## config.mk

```make
export PLATFORM = sky130hd
export DESIGN_NAME = channel_switch_crossfader_flat
export DESIGN_NICKNAME = d
export VERILOG_FILES = /design/src/design/cscf_pkg.sv /design/src/design/cscf_chan_if.sv /design/src/design/cscf_ctrl.sv /design/src/design/cscf_datapath.sv /design/src/design/channel_switch_crossfader.sv /design/src/flat_wrapper.sv
export SDC_FILE = /design/constraint.sdc
export NUM_CORES = 2
export LEC_CHECK = 0
export ABC_CLOCK_PERIOD_IN_PS = 10100
export BUFFER_PORTS_ARGS = -buffer_cell sky130_fd_sc_hd__buf_2
export CAP_MARGIN = 20
export CORE_ASPECT_RATIO = 0.7
export CORE_MARGIN = 1.5
export CORE_UTILIZATION = 55
export CTS_CLUSTER_DIAMETER = 40
export DETAILED_ROUTE_END_ITERATION = 8
export GPL_TIMING_DRIVEN = 1
export PLACE_DENSITY = 0.71
export RECOVER_POWER = 100
export SYNTH_ARGS = -nofsm -noshare
export SYNTH_HDL_FRONTEND = slang
export SYNTH_SLANG_ARGS = --single-unit
```

## constraint.sdc

```tcl
create_clock -name clk_i -period 10.1 [get_ports clk_i]
set_clock_uncertainty 0.1 [all_clocks]
set_input_delay 2.02 -clock clk_i [delete_from_list [all_inputs] [get_ports clk_i]]
set_output_delay 2.02 -clock clk_i [all_outputs]
set_load 0.03 [all_outputs]
```

## src/design/cscf_pkg.sv

```systemverilog
// Shared types and constants for the channel switch crossfader.
package cscf_pkg;

  // Default sizing of the block.
  localparam int NUM_CHANNELS_DEF = 4;
  localparam int SAMPLE_BITS_DEF  = 32;

  // Fixed field widths.
  localparam int OPCODE_W  = 1;
  localparam int CH_IDX_W  = 2;
  localparam int SEL_W     = 4;
  localparam int ALPHA_W   = 17;
  localparam int CFG_W     = 17;
  localparam int CFG_IDX_W = 1;

  // Q16 alpha and gain constants.
  localparam logic [ALPHA_W-1:0] ALPHA_ONE  = 17'h10000;
  localparam logic [CFG_W-1:0]   GAIN_RESET = 17'd4811;

  // Input opcodes.
  localparam logic [OPCODE_W-1:0] OP_SAMPLE = 1'b0;
  localparam logic [OPCODE_W-1:0] OP_TICK   = 1'b1;

  // Configuration register indexes.
  localparam logic [CFG_IDX_W-1:0] REG_SELECTED_CHANNEL = 1'b0;
  localparam logic [CFG_IDX_W-1:0] REG_FADE_GAIN        = 1'b1;

  typedef enum logic [1:0] {
    ST_IDLE,
    ST_STEP,
    ST_MIX,
    ST_FINISH
  } state_e;

  // Commands from the controller to the datapath.
  typedef struct packed {
    logic accept;
    logic step;
    logic mix;
    logic finish;
  } cmd_t;

  // Status from the datapath to the controller.
  typedef struct packed {
    logic out_free;
  } sts_t;

endpackage

```

## src/design/cscf_chan_if.sv

```systemverilog
// Input and output stream interfaces of the channel switch crossfader.
interface cscf_in_if #(
  parameter int SAMPLE_BITS = cscf_pkg::SAMPLE_BITS_DEF
);
  import cscf_pkg::*;

  logic                          valid;
  logic                          ready;
  logic [OPCODE_W-1:0]           opcode;
  logic [CH_IDX_W-1:0]           channel_index;
  logic signed [SAMPLE_BITS-1:0] sample_value;

  modport source (output valid, output opcode, output channel_index, output sample_value,
                  input ready);
  modport sink (input valid, input opcode, input channel_index, input sample_value,
                output ready);
endinterface

interface cscf_out_if #(
  parameter int SAMPLE_BITS = cscf_pkg::SAMPLE_BITS_DEF
);
  import cscf_pkg::*;

  logic                          valid;
  logic                          ready;
  logic signed [SAMPLE_BITS-1:0] mixed_value;
  logic [ALPHA_W-1:0]            fade_alpha;
  logic [CH_IDX_W-1:0]           active_channel;

  modport source (output valid, output mixed_value, output fade_alpha, output active_channel,
                  input ready);
  modport sink (input valid, input mixed_value, input fade_alpha, input active_channel,
                output ready);
endinterface

```

## src/design/cscf_ctrl.sv

```systemverilog
// Sequencing controller of the channel switch crossfader.
module cscf_ctrl (
  input  logic          clk_i,
  input  logic          rst_ni,
  input  logic          in_valid_i,
  output logic          in_ready_o,
  input  cscf_pkg::sts_t sts_i,
  output cscf_pkg::cmd_t cmd_o
);
  import cscf_pkg::*;

  state_e state_q, state_d;

  always_ff @(posedge clk_i or negedge rst_ni) begin
    if (!rst_ni) begin
      state_q <= ST_IDLE;
    end else begin
      state_q <= state_d;
    end
  end

  always_comb begin
    state_d = state_q;
    unique case (state_q)
      ST_IDLE: begin
        if (in_valid_i) state_d = ST_STEP;
      end
      ST_STEP:   state_d = ST_MIX;
      ST_MIX:    state_d = ST_FINISH;
      ST_FINISH: begin
        if (sts_i.out_free) state_d = ST_IDLE;
      end
      default:   state_d = ST_IDLE;
    endcase
  end

  always_comb begin
    cmd_o      = '0;
    in_ready_o = 1'b0;
    unique case (state_q)
      ST_IDLE: begin
        in_ready_o = 1'b1;
        cmd_o.accept = in_valid_i;
      end
      ST_STEP:   cmd_o.step = 1'b1;
      ST_MIX:    cmd_o.mix = 1'b1;
      ST_FINISH: cmd_o.finish = sts_i.out_free;
      default: begin
        cmd_o = '0;
      end
    endcase
  end

endmodule

```

## src/design/cscf_datapath.sv

```systemverilog
// Datapath of the channel switch crossfader: sample store, resolution, alpha and mix.
module cscf_datapath #(
  parameter int NUM_CHANNELS = cscf_pkg::NUM_CHANNELS_DEF,
  parameter int SAMPLE_BITS  = cscf_pkg::SAMPLE_BITS_DEF
) (
  input  logic                              clk_i,
  input  logic                              rst_ni,
  input  logic                              cfg_we_i,
  input  logic [cscf_pkg::CFG_IDX_W-1:0]    cfg_idx_i,
  input  logic [cscf_pkg::CFG_W-1:0]        cfg_wdata_i,
  input  cscf_pkg::cmd_t                    cmd_i,
  output cscf_pkg::sts_t                    sts_o,
  input  logic [cscf_pkg::OPCODE_W-1:0]     in_opcode_i,
  input  logic [cscf_pkg::CH_IDX_W-1:0]     in_channel_index_i,
  input  logic signed [SAMPLE_BITS-1:0]     in_sample_value_i,
  output logic                              out_valid_o,
  input  logic                              out_ready_i,
  output logic signed [SAMPLE_BITS-1:0]     out_mixed_value_o,
  output logic [cscf_pkg::ALPHA_W-1:0]      out_fade_alpha_o,
  output logic [cscf_pkg::CH_IDX_W-1:0]     out_active_channel_o
);
  import cscf_pkg::*;

  localparam int CH_W   = $clog2(NUM_CHANNELS);
  localparam int PROD_W = 2 * ALPHA_W;
  localparam int MIXP_W = SAMPLE_BITS + ALPHA_W + 2;

  // Configuration registers.
  logic [SEL_W-1:0] sel_q;
  logic [CFG_W-1:0] gain_cfg_q;

  // Architectural state.
  logic signed [SAMPLE_BITS-1:0] sample_q [NUM_CHANNELS];
  logic [NUM_CHANNELS-1:0]       has_q;
  logic [CH_W-1:0]               res_idx_q;
  logic                          res_valid_q;
  logic                          ticked_q;
  logic signed [SAMPLE_BITS-1:0] fade_start_q;
  logic [ALPHA_W-1:0]            alpha_q;
  logic signed [SAMPLE_BITS-1:0] prev_out_q;

  // Working registers of one item.
  logic signed [SAMPLE_BITS-1:0] target_q;
  logic [PROD_W-1:0]             prod_q;
  logic signed [SAMPLE_BITS:0]   diff_q;
  logic signed [MIXP_W-1:0]      mixp_q;

  // Output register.
  logic                          out_valid_q;
  logic signed [SAMPLE_BITS-1:0] out_mixed_q;
  logic [ALPHA_W-1:0]            out_alpha_q;
  logic [CH_IDX_W-1:0]           out_chan_q;

  // Accept-cycle logic.
  logic                          wr_en;
  logic signed [SAMPLE_BITS-1:0] sample_n [NUM_CHANNELS];
  logic [NUM_CHANNELS-1:0]       has_n;
  logic [CH_W-1:0]               desired;
  logic                          change;
  logic                          first;
  logic signed [SAMPLE_BITS-1:0] fs_res;
  logic [ALPHA_W-1:0]            alpha_res;
  logic signed [SAMPLE_BITS-1:0] target_d;
  logic [CFG_W-1:0]              gain_eff;
  logic [ALPHA_W-1:0]            rest;
  logic [PROD_W-1:0]             prod_d;

  // Step and finish logic.
  logic [ALPHA_W:0]              delta;
  logic [ALPHA_W:0]              alpha_sum;
  logic [ALPHA_W-1:0]            alpha_step;
  logic signed [SAMPLE_BITS:0]   diff_d;
  logic signed [MIXP_W-1:0]      mixp_d;
  logic signed [SAMPLE_BITS+2:0] result_w;
  logic signed [SAMPLE_BITS-1:0] result;

  assign wr_en = cmd_i.accept && (in_opcode_i == OP_SAMPLE)
                 && (32'(in_channel_index_i) < NUM_CHANNELS);

  always_comb begin
    for (int k = 0; k < NUM_CHANNELS; k++) begin
      if (wr_en && (32'(in_channel_index_i) == k)) begin
        sample_n[k] = in_sample_value_i;
        has_n[k]    = 1'b1;
      end else begin
        sample_n[k] = sample_q[k];
        has_n[k]    = has_q[k];
      end
    end
  end

  always_comb begin
    if (32'(sel_q) < NUM_CHANNELS) begin
      desired = sel_q[CH_W-1:0];
    end else if (res_valid_q) begin
      desired = res_idx_q;
    end else begin
      desired = '0;
    end
    change = !res_valid_q || (desired != res_idx_q);
    first  = !res_valid_q && !ticked_q;
    if (!change) begin
      fs_res    = fade_start_q;
      alpha_res = alpha_q;
    end else if (first) begin
      fs_res    = has_n[desired] ? sample_n[desired] : '0;
      alpha_res = ALPHA_ONE;
    end else begin
      fs_res    = prev_out_q;
      alpha_res = '0;
    end
    target_d = has_n[desired] ? sample_n[desired] : fs_res;
    if (gain_cfg_q >= ALPHA_ONE) begin
      gain_eff = ALPHA_ONE;
    end else begin
      gain_eff = ticked_q ? gain_cfg_q : '0;
    end
    rest   = ALPHA_ONE - alpha_res;
    prod_d = PROD_W'(gain_eff) * PROD_W'(rest);
  end

  always_comb begin
    delta      = (ALPHA_W + 1)'((prod_q + PROD_W'(16'hFFFF)) >> 16);
    alpha_sum  = {1'b0, alpha_q} + delta;
    alpha_step = (alpha_sum > {1'b0, ALPHA_ONE}) ? ALPHA_ONE : alpha_sum[ALPHA_W-1:0];
    diff_d     = (SAMPLE_BITS + 1)'(target_q) - (SAMPLE_BITS + 1)'(fade_start_q);
    mixp_d     = MIXP_W'(diff_q) * MIXP_W'($signed({1'b0, alpha_q}));
    result_w   = (SAMPLE_BITS + 3)'(fade_start_q) + $signed(mixp_q[MIXP_W-1:16]);
    result     = result_w[SAMPLE_BITS-1:0];
  end

  assign sts_o.out_free = !out_valid_q || out_ready_i;

  // Configuration writes.
  always_ff @(posedge clk_i or negedge rst_ni) begin
    if (!rst_ni) begin
      sel_q      <= '0;
      gain_cfg_q <= GAIN_RESET;
    end else if (cfg_we_i) begin
      unique case (cfg_idx_i)
        REG_SELECTED_CHANNEL: sel_q <= cfg_wdata_i[SEL_W-1:0];
        REG_FADE_GAIN:        gain_cfg_q <= cfg_wdata_i;
        default:              sel_q <= sel_q;
      endcase
    end
  end

  // Control state.
  always_ff @(posedge clk_i or negedge rst_ni) begin
    if (!rst_ni) begin
      has_q        <= '0;
      res_idx_q    <= '0;
      res_valid_q  <= 1'b0;
      ticked_q     <= 1'b0;
      fade_start_q <= '0;
      alpha_q      <= ALPHA_ONE;
      prev_out_q   <= '0;
      out_valid_q  <= 1'b0;
    end else begin
      if (cmd_i.accept) begin
        has_q        <= has_n;
        res_idx_q    <= desired;
        res_valid_q  <= 1'b1;
        ticked_q     <= 1'b1;
        fade_start_q <= fs_res;
        alpha_q      <= alpha_res;
      end
      if (cmd_i.step) begin
        alpha_q <= alpha_step;
      end
      if (cmd_i.finish) begin
        prev_out_q <= result;
        if (alpha_q == ALPHA_ONE) fade_start_q <= target_q;
      end
      if (cmd_i.finish) begin
        out_valid_q <= 1'b1;
      end else if (out_ready_i) begin
        out_valid_q <= 1'b0;
      end
    end
  end

  // Payload registers.
  always_ff @(posedge clk_i) begin
    if (cmd_i.accept) begin
      for (int k = 0; k < NUM_CHANNELS; k++) begin
        sample_q[k] <= sample_n[k];
      end
      target_q <= target_d;
      prod_q   <= prod_d;
    end
    if (cmd_i.step) begin
      diff_q <= diff_d;
    end
    if (cmd_i.mix) begin
      mixp_q <= mixp_d;
    end
    if (cmd_i.finish) begin
      out_mixed_q <= result;
      out_alpha_q <= alpha_q;
      out_chan_q  <= CH_IDX_W'(res_idx_q);
    end
  end

  assign out_valid_o          = out_valid_q;
  assign out_mixed_value_o    = out_mixed_q;
  assign out_fade_alpha_o     = out_alpha_q;
  assign out_active_channel_o = out_chan_q;

`ifndef SYNTHESIS
  a_alpha_bounded: assert property (@(posedge clk_i) disable iff (!rst_ni)
    alpha_q <= ALPHA_ONE)
    else $error("alpha exceeds one");

  a_ticked_resolved: assert property (@(posedge clk_i) disable iff (!rst_ni)
    ticked_q |-> res_valid_q)
    else $error("ticked without a resolved channel");

  a_finish_fills_output: assert property (@(posedge clk_i) disable iff (!rst_ni)
    cmd_i.finish |=> out_valid_q)
    else $error("finished item did not reach the output register");
`endif

endmodule

```

## src/design/channel_switch_crossfader.sv

```systemverilog
// Top level of the channel switch crossfader.
//
// Every input transfer is one tick: with opcode 0 it first stores sample_value as the last
// sample of channel channel_index, with opcode 1 it only advances time. Each tick gives exactly
// one output transfer carrying the crossfaded sample, the Q16 fade progress and the resolved
// channel. The active channel follows the selected_channel register; a selection at or above the
// channel count keeps the previous channel (channel 0 before anything was resolved). A channel
// change freezes the previous output as the fade start and restarts alpha at 0, after which alpha
// approaches 65536 by fade_gain (Q16) each tick; a gain of 65536 or more switches at once and a
// gain of 0 holds the fade. The very first tick resolves at full alpha and adds no fade step.
// Sequencing: each item passes through four steps, accept, alpha step, mix and finish. Its result
// is loaded into the output register in the finish step, and the next input transfer is taken
// only after that, so the block does not take a new item before it is through with the last. The
// sequence is set by the two dependent multiplications (the alpha step and the mix) that share one
// sequential datapath. The output register lets the next input transfer be taken while a
// finished result waits; if that result is still not taken when the next item finishes, the
// block holds in its finish cycle until it is. Configuration writes should be made only while
// no item is in flight.
module channel_switch_crossfader #(
  parameter int NUM_CHANNELS = cscf_pkg::NUM_CHANNELS_DEF,
  parameter int SAMPLE_BITS  = cscf_pkg::SAMPLE_BITS_DEF
) (
  input  logic                           clk_i,
  input  logic                           rst_ni,
  input  logic                           cfg_we_i,
  input  logic [cscf_pkg::CFG_IDX_W-1:0] cfg_idx_i,
  input  logic [cscf_pkg::CFG_W-1:0]     cfg_wdata_i,
  cscf_in_if.sink                        in_ch,
  cscf_out_if.source                     out_ch
);
  import cscf_pkg::*;

  // Command and status between the controller and the datapath.
  cmd_t cmd;
  sts_t sts;

  // The controller walks each item through accept, alpha step, mix and finish.
  cscf_ctrl u_ctrl (
    .clk_i      (clk_i),
    .rst_ni     (rst_ni),
    .in_valid_i (in_ch.valid),
    .in_ready_o (in_ch.ready),
    .sts_i      (sts),
    .cmd_o      (cmd)
  );

  // The datapath holds the channel samples, the fade state and the output register.
  cscf_datapath #(
    .NUM_CHANNELS (NUM_CHANNELS),
    .SAMPLE_BITS  (SAMPLE_BITS)
  ) u_datapath (
    .clk_i                (clk_i),
    .rst_ni               (rst_ni),
    .cfg_we_i             (cfg_we_i),
    .cfg_idx_i            (cfg_idx_i),
    .cfg_wdata_i          (cfg_wdata_i),
    .cmd_i                (cmd),
    .sts_o                (sts),
    .in_opcode_i          (in_ch.opcode),
    .in_channel_index_i   (in_ch.channel_index),
    .in_sample_value_i    (in_ch.sample_value),
    .out_valid_o          (out_ch.valid),
    .out_ready_i          (out_ch.ready),
    .out_mixed_value_o    (out_ch.mixed_value),
    .out_fade_alpha_o     (out_ch.fade_alpha),
    .out_active_channel_o (out_ch.active_channel)
  );

endmodule

```

## src/flat_wrapper.sv

```systemverilog
// flat-port wrapper written by rule: the top's interface ports become plain ports
module channel_switch_crossfader_flat import cscf_pkg::*;
#(
  parameter int NUM_CHANNELS = cscf_pkg::NUM_CHANNELS_DEF,
  parameter int SAMPLE_BITS  = cscf_pkg::SAMPLE_BITS_DEF
)
  (clk_i, rst_ni, cfg_we_i, cfg_idx_i, cfg_wdata_i, in_ch_valid, in_ch_opcode, in_ch_channel_index, in_ch_sample_value, in_ch_ready, out_ch_valid, out_ch_mixed_value, out_ch_fade_alpha, out_ch_active_channel, out_ch_ready);
  cscf_in_if #(.SAMPLE_BITS(SAMPLE_BITS)) in_ch_i ();
  cscf_out_if #(.SAMPLE_BITS(SAMPLE_BITS)) out_ch_i ();
  input  logic clk_i;
  input  logic rst_ni;
  input  logic cfg_we_i;
  input  logic [cscf_pkg::CFG_IDX_W-1:0] cfg_idx_i;
  input  logic [cscf_pkg::CFG_W-1:0] cfg_wdata_i;
  input wire logic [$bits(in_ch_i.valid)-1:0] in_ch_valid;
  input wire logic [$bits(in_ch_i.opcode)-1:0] in_ch_opcode;
  input wire logic [$bits(in_ch_i.channel_index)-1:0] in_ch_channel_index;
  input wire logic [$bits(in_ch_i.sample_value)-1:0] in_ch_sample_value;
  output wire logic [$bits(in_ch_i.ready)-1:0] in_ch_ready;
  output wire logic [$bits(out_ch_i.valid)-1:0] out_ch_valid;
  output wire logic [$bits(out_ch_i.mixed_value)-1:0] out_ch_mixed_value;
  output wire logic [$bits(out_ch_i.fade_alpha)-1:0] out_ch_fade_alpha;
  output wire logic [$bits(out_ch_i.active_channel)-1:0] out_ch_active_channel;
  input wire logic [$bits(out_ch_i.ready)-1:0] out_ch_ready;
  assign in_ch_i.valid = in_ch_valid;
  assign in_ch_i.opcode = in_ch_opcode;
  assign in_ch_i.channel_index = in_ch_channel_index;
  assign in_ch_i.sample_value = in_ch_sample_value;
  assign in_ch_ready = in_ch_i.ready;
  assign out_ch_valid = out_ch_i.valid;
  assign out_ch_mixed_value = out_ch_i.mixed_value;
  assign out_ch_fade_alpha = out_ch_i.fade_alpha;
  assign out_ch_active_channel = out_ch_i.active_channel;
  assign out_ch_i.ready = out_ch_ready;
  channel_switch_crossfader #(.NUM_CHANNELS(NUM_CHANNELS), .SAMPLE_BITS(SAMPLE_BITS)) u_core (.clk_i(clk_i), .rst_ni(rst_ni), .cfg_we_i(cfg_we_i), .cfg_idx_i(cfg_idx_i), .cfg_wdata_i(cfg_wdata_i), .in_ch(in_ch_i), .out_ch(out_ch_i));
endmodule
```

==> flow_summary.html <==
<table>
<tr><th>Metric</th><th>Value</th></tr>
<tr><th colspan="2">Clock tree</th></tr>
<tr><td>Number of sinks handled by clock tree synthesis</td><td>422</td></tr>
<tr><td>Maximum clock insertion buffer count</td><td>3</td></tr>
<tr><td>Clock insertion delay at the later pin of the skew report</td><td>660 ps</td></tr>
<tr><td>Cts-stage hold buffer count</td><td>0</td></tr>
<tr><td>Clock-pin slew of the registers on the worst-case setup and hold paths</td><td>50 ps</td></tr>
<tr><td>Cell at the root of the clock tree</td><td>sky130_fd_sc_hd__clkbuf_16</td></tr>
<tr><td>Number of post-CTS setup repair buffers</td><td>0</td></tr>
<tr><td>Cts bufs inserted</td><td>69</td></tr>
<tr><td>CTS tree</td><td>built</td></tr>
<tr><td>Post-cts repair resize count</td><td>0</td></tr>
<tr><td>Level count of the clock H-tree</td><td>3</td></tr>
<tr><th colspan="2">Routing</th></tr>
<tr><td>Avg Vias per Cell</td><td>5.69</td></tr>
<tr><td>First-pass detailed-route iteration total</td><td>9</td></tr>
<tr><td>DR vias</td><td>36.2k</td></tr>
<tr><td>Remaining routing DRC violations</td><td>0</td></tr>
<tr><td>DRT antenna net count</td><td>0</td></tr>
<tr><td>Total routed wirelength</td><td>132 mm</td></tr>
<tr><td>Average wire per standard cell</td><td>20.7 µm</td></tr>
<tr><td>Drt first-iter violations</td><td>3094</td></tr>
<tr><th colspan="2">Placed design</th></tr>
<tr><td>Final RePlAce weighted congestion</td><td>0.976</td></tr>
<tr><td>Port Buf Inserts</td><td>110</td></tr>
<tr><td>HPWL after detailed placement</td><td>101 mm</td></tr>
<tr><td>DP Worst Slack</td><td>790 ps</td></tr>
<tr><th colspan="2">Worst setup path</th></tr>
<tr><td>Buffering stage count on the worst path with inverters included</td><td>8</td></tr>
<tr><td>Category of cells accounting for the largest share of critical-path delay</td><td>adder cells</td></tr>
<tr><td>CP Data Required Time</td><td>10380 ps</td></tr>
<tr><td>End of the critical path</td><td>u_core.u_datapath.prod_q[33]</td></tr>
<tr><td>Crit Reg-Reg Endpoint</td><td>u_core.u_datapath.prod_q[33]</td></tr>
<tr><td>Critical path endpoint category</td><td>register</td></tr>
<tr><td>Slowest cell on the critical path</td><td>sky130_fd_sc_hd__o21ai_1</td></tr>
<tr><td>Source of the critical timing path</td><td>u_core.u_datapath.sel_q[3]</td></tr>
<tr><td>Signal arrival time at the worst endpoint</td><td>9990 ps</td></tr>
<tr><td>CP max stage delay</td><td>650 ps</td></tr>
<tr><td>Most Frequent Cell on Critical Path</td><td>sky130_fd_sc_hd__fa_1</td></tr>
<tr><td>Setup Crit Path Kind</td><td>register to register</td></tr>
<tr><td>Largest fanout of any net on the critical path</td><td>14</td></tr>
<tr><td>Levels on crit path</td><td>32</td></tr>
<tr><td>Register-to-Register Setup Slack</td><td>400 ps</td></tr>
<tr><td>Number of cell instances on the worst register-to-register path</td><td>32</td></tr>
<tr><td>Crit Reg-Reg Startpoint</td><td>u_core.u_datapath.sel_q[3]</td></tr>
<tr><td>Type of element launching the critical path</td><td>register</td></tr>
<tr><th colspan="2">Die</th></tr>
<tr><td>Die span in x</td><td>363 µm</td></tr>
<tr><td>Effective utilization at floorplan</td><td>55.4%</td></tr>
<tr><td>Area inside the core boundary</td><td>89900 µm²</td></tr>
<tr><td>Std-Cell Rows</td><td>92</td></tr>
<tr><td>Number of top-level design ports</td><td>111</td></tr>
<tr><td>Total Die Area</td><td>92400 µm²</td></tr>
<tr><td>Chip Height</td><td>255 µm</td></tr>
<tr><th colspan="2">Finish</th></tr>
<tr><td>Most common cell after layout, fill and taps aside</td><td>sky130_fd_sc_hd__inv_1</td></tr>
<tr><td>Final-layout fill cell count</td><td>7726</td></tr>
<tr><td>Fraction of final layout cells sized beyond drive strength 1</td><td>7.96%</td></tr>
<tr><td>Post-synthesis to final-layout area growth</td><td>7.70%</td></tr>
<tr><td>Antenna diode count</td><td>0</td></tr>
<tr><td>Final #Nets</td><td>6183</td></tr>
<tr><td>Most frequent cells in the layout</td><td>891 x sky130_fd_sc_hd__inv_1, 741 x sky130_fd_sc_hd__fa_1, 705 x sky130_fd_sc_hd__nand2_1</td></tr>
<tr><th colspan="2">Synthesis</th></tr>
<tr><td>Area of the mapped netlist</td><td>49800 µm²</td></tr>
<tr><td>Unique masters post-synth</td><td>85</td></tr>
<tr><td>Net count after synthesis</td><td>6154</td></tr>
<tr><td>Proportion of synthesized flip-flops having asynchronous set or reset</td><td>26.5%</td></tr>
<tr><td>Average cell area after synthesis</td><td>9.86 µm²</td></tr>
<tr><td>Commonest register cell after synthesis</td><td>sky130_fd_sc_hd__edfxtp_1</td></tr>
<tr><td>Synthesized instance count</td><td>5052</td></tr>
<tr><td>Register bit count reported by yosys</td><td>422</td></tr>
<tr><td>Yosys warning count</td><td>0</td></tr>
<tr><td>Proportion of synthesized chip area in sequential cells</td><td>24.3%</td></tr>
<tr><td>Number of flops mapped to enable cells by yosys</td><td>310</td></tr>
<tr><th colspan="2">Outcome</th></tr>
<tr><td>Failing checks</td><td>max-capacitance violations, max-slew violations</td></tr>
<tr><td>Outcome</td><td>finished with violations</td></tr>
<tr><th colspan="2">GRT</th></tr>
<tr><td>Number of antenna violations at the first check in global routing</td><td>3</td></tr>
<tr><td>Aggregate global-route resource usage</td><td>29.6%</td></tr>
<tr><td>Wire length of the first global-routing pass</td><td>210 mm</td></tr>
<tr><td>Maximum number of pins on one net before global-route repair</td><td>123</td></tr>
<tr><td>Number of global-route vias before repair</td><td>37.0k</td></tr>
<tr><td>Global route overflow</td><td>0</td></tr>
<tr><th colspan="2">STA</th></tr>
<tr><td>Number of pins with negative max-slew slack in the final report</td><td>851</td></tr>
<tr><td>Minimum clock period</td><td>9700 ps</td></tr>
<tr><td>Setup tns final</td><td>0 ps</td></tr>
<tr><td>Share of the clock period used by the worst path after layout</td><td>96.1%</td></tr>
<tr><td>Worst relative slew slack</td><td>-281%</td></tr>
<tr><td>Max Freq</td><td>103 MHz</td></tr>
<tr><td>Final hold violation count</td><td>0</td></tr>
<tr><td>Min setup slack post-route</td><td>397 ps</td></tr>
<tr><td>Final setup violation count</td><td>0</td></tr>
<tr><td>Measured slew at the worst slew-check pin</td><td>5690 ps</td></tr>
<tr><td>Unrepaired setup endpoints after global routing</td><td>no</td></tr>
<tr><th colspan="2">Hold path</th></tr>
<tr><td>Launch point of the worst hold path</td><td>u_core.u_datapath.has_q[3]</td></tr>
<tr><td>Worst min-delay path category</td><td>register to register</td></tr>
<tr><th colspan="2">Job</th></tr>
<tr><td>Number of max-capacitance violations reported</td><td>20</td></tr>
</table>
[synth_stat cells (9+ instances only)]
cell | instances | area share (%)
sky130_fd_sc_hd__buf_2 | 23 | 0.23
sky130_fd_sc_hd__a21o_1 | 72 | 1.1
sky130_fd_sc_hd__o22ai_1 | 10 | 0.13
sky130_fd_sc_hd__o21a_1 | 23 | 0.35
sky130_fd_sc_hd__clkbuf_1 | 170 | 1.3
sky130_fd_sc_hd__nand2b_1 | 21 | 0.26
sky130_fd_sc_hd__mux2_2 | 178 | 4.0
sky130_fd_sc_hd__and3_1 | 28 | 0.35
sky130_fd_sc_hd__a21oi_2 | 23 | 0.40
sky130_fd_sc_hd__o21ai_0 | 87 | 0.87
sky130_fd_sc_hd__or2_2 | 34 | 0.43
sky130_fd_sc_hd__nor2b_1 | 24 | 0.30
sky130_fd_sc_hd__o211ai_1 | 33 | 0.50
sky130_fd_sc_hd__dfrtp_1 | 104 | 5.2
sky130_fd_sc_hd__edfxtp_1 | 310 | 19
sky130_fd_sc_hd__or3_1 | 43 | 0.54
sky130_fd_sc_hd__inv_1 | 893 | 6.7
sky130_fd_sc_hd__nor3_1 | 28 | 0.28
sky130_fd_sc_hd__and2_1 | 240 | 3.0
sky130_fd_sc_hd__xnor2_1 | 119 | 2.1
sky130_fd_sc_hd__o21ai_1 | 14 | 0.14
sky130_fd_sc_hd__nand4_1 | 13 | 0.16
sky130_fd_sc_hd__a31oi_1 | 14 | 0.18
sky130_fd_sc_hd__ha_1 | 303 | 7.6
sky130_fd_sc_hd__nand2_1 | 704 | 5.3
sky130_fd_sc_hd__buf_1 | 21 | 0.16
sky130_fd_sc_hd__a32o_1 | 10 | 0.20
sky130_fd_sc_hd__fa_1 | 741 | 30
sky130_fd_sc_hd__nand3_1 | 43 | 0.43
sky130_fd_sc_hd__xor2_1 | 49 | 0.86
sky130_fd_sc_hd__a21oi_1 | 121 | 1.2
sky130_fd_sc_hd__nor2_1 | 290 | 2.2
sky130_fd_sc_hd__mux2i_1 | 34 | 0.68
sky130_fd_sc_hd__a211oi_1 | 50 | 0.75
sky130_fd_sc_hd__o21bai_1 | 9 | 0.14
sky130_fd_sc_hd__a31o_2 | 30 | 0.53
sky130_fd_sc_hd__nor4_1 | 16 | 0.20
[registers in the layout, summed over array words and instances, names as in the netlist]
signal and flops:
u_core.u_datapath.gain_cfg_q 17, u_core.u_datapath.target_q 32, u_core.u_datapath.out_mixed_value_o 32, u_core.u_datapath.out_valid_o 1
u_core.u_datapath.alpha_q 17, u_core.u_datapath.ticked_q 1, u_core.u_datapath.mixp_q 32, u_core.u_datapath.prev_out_q 32
u_core.u_ctrl.state_q 2, u_core.u_datapath.diff_q 33, u_core.u_datapath.out_fade_alpha_o 17, u_core.u_datapath.sample_q 128
u_core.u_datapath.has_q 4, u_core.u_datapath.sel_q 4, u_core.u_datapath.out_active_channel_o 2, u_core.u_datapath.prod_q 34
u_core.u_datapath.fade_start_q 32, u_core.u_datapath.res_idx_q 2
[worst min-delay path, cell delays in order, from the launching register on]
cell and delay (ps):
sky130_fd_sc_hd__dfrtp_1 320, sky130_fd_sc_hd__inv_1 50, sky130_fd_sc_hd__nand2_1 50
[worst min path at each step]
stage                                  to  cells after the start
2_1_floorplan  u_core.u_datapath.has_q[0]                      1
3_3_place_gp   u_core.u_datapath.has_q[0]                      1
3_5_place_dp   u_core.u_datapath.has_q[2]                      1
4_1_cts        u_core.u_datapath.has_q[2]                      1
5_1_grt        u_core.u_datapath.has_q[2]                      1
6_report       u_core.u_datapath.has_q[3]                      2
[through the flow]
stage | utilization [%] | instances | hold WS (ps) | area (µm²)
3_3_place_gp | 57.3 | 6229 | 336 | 51500
6_report | 59.7 | 6360 | 349 | 53600
2_1_floorplan | - | 5052 | 323 | 49800
5_1_grt | 59.7 | 6360 | 375 | 53600
3_5_place_dp | 57.3 | 6230 | 336 | 51500
4_1_cts | 60.0 | 6358 | 348 | 53900
[cells by family (layout without fill, tap and decap cells)]
| logic type | count (synthesis) | count (layout) | synth area share (%) |
|---|---|---|---|
| buf+inv | 1116 | 1202 | 8.57 |
| fa+ha+maj | 1044 | 1044 | 37.4 |
| simple gates | 1516 | 1516 | 14.0 |
| compound gates | 562 | 562 | 7.69 |
| flops | 422 | 422 | 24.3 |
| mux | 224 | 224 | 5.01 |
| xor+xnor | 168 | 168 | 2.96 |
[cell type report]
| cell class | instances | area, µm² | area share, % |
|---|---|---|---|
| multi-input combinational | 3514 | 33300 | 62.1 |
| timing repair buffer | 181 | 912 | 1.70 |
| clock buffer | 83 | 1820 | 3.39 |
| sequential | 422 | 12100 | 22.6 |
| clock inverter | 45 | 568 | 1.06 |
| tap | 1222 | 1530 | 2.85 |
| inverter | 893 | 3350 | 6.26 |
[per-layer routing]
layer	GRT usage (%)	wire (µm)	vias to the layer above
li1	-	-	16200
met1	45.0	61000	18400
met2	42.4	55200	1480
met3	7.07	12600	183
met4	7.42	2950	0
met5	0	0	-
Power is not shown: default switching activity piles up to over one toggle a cycle in this logic, so the estimate is an artifact.
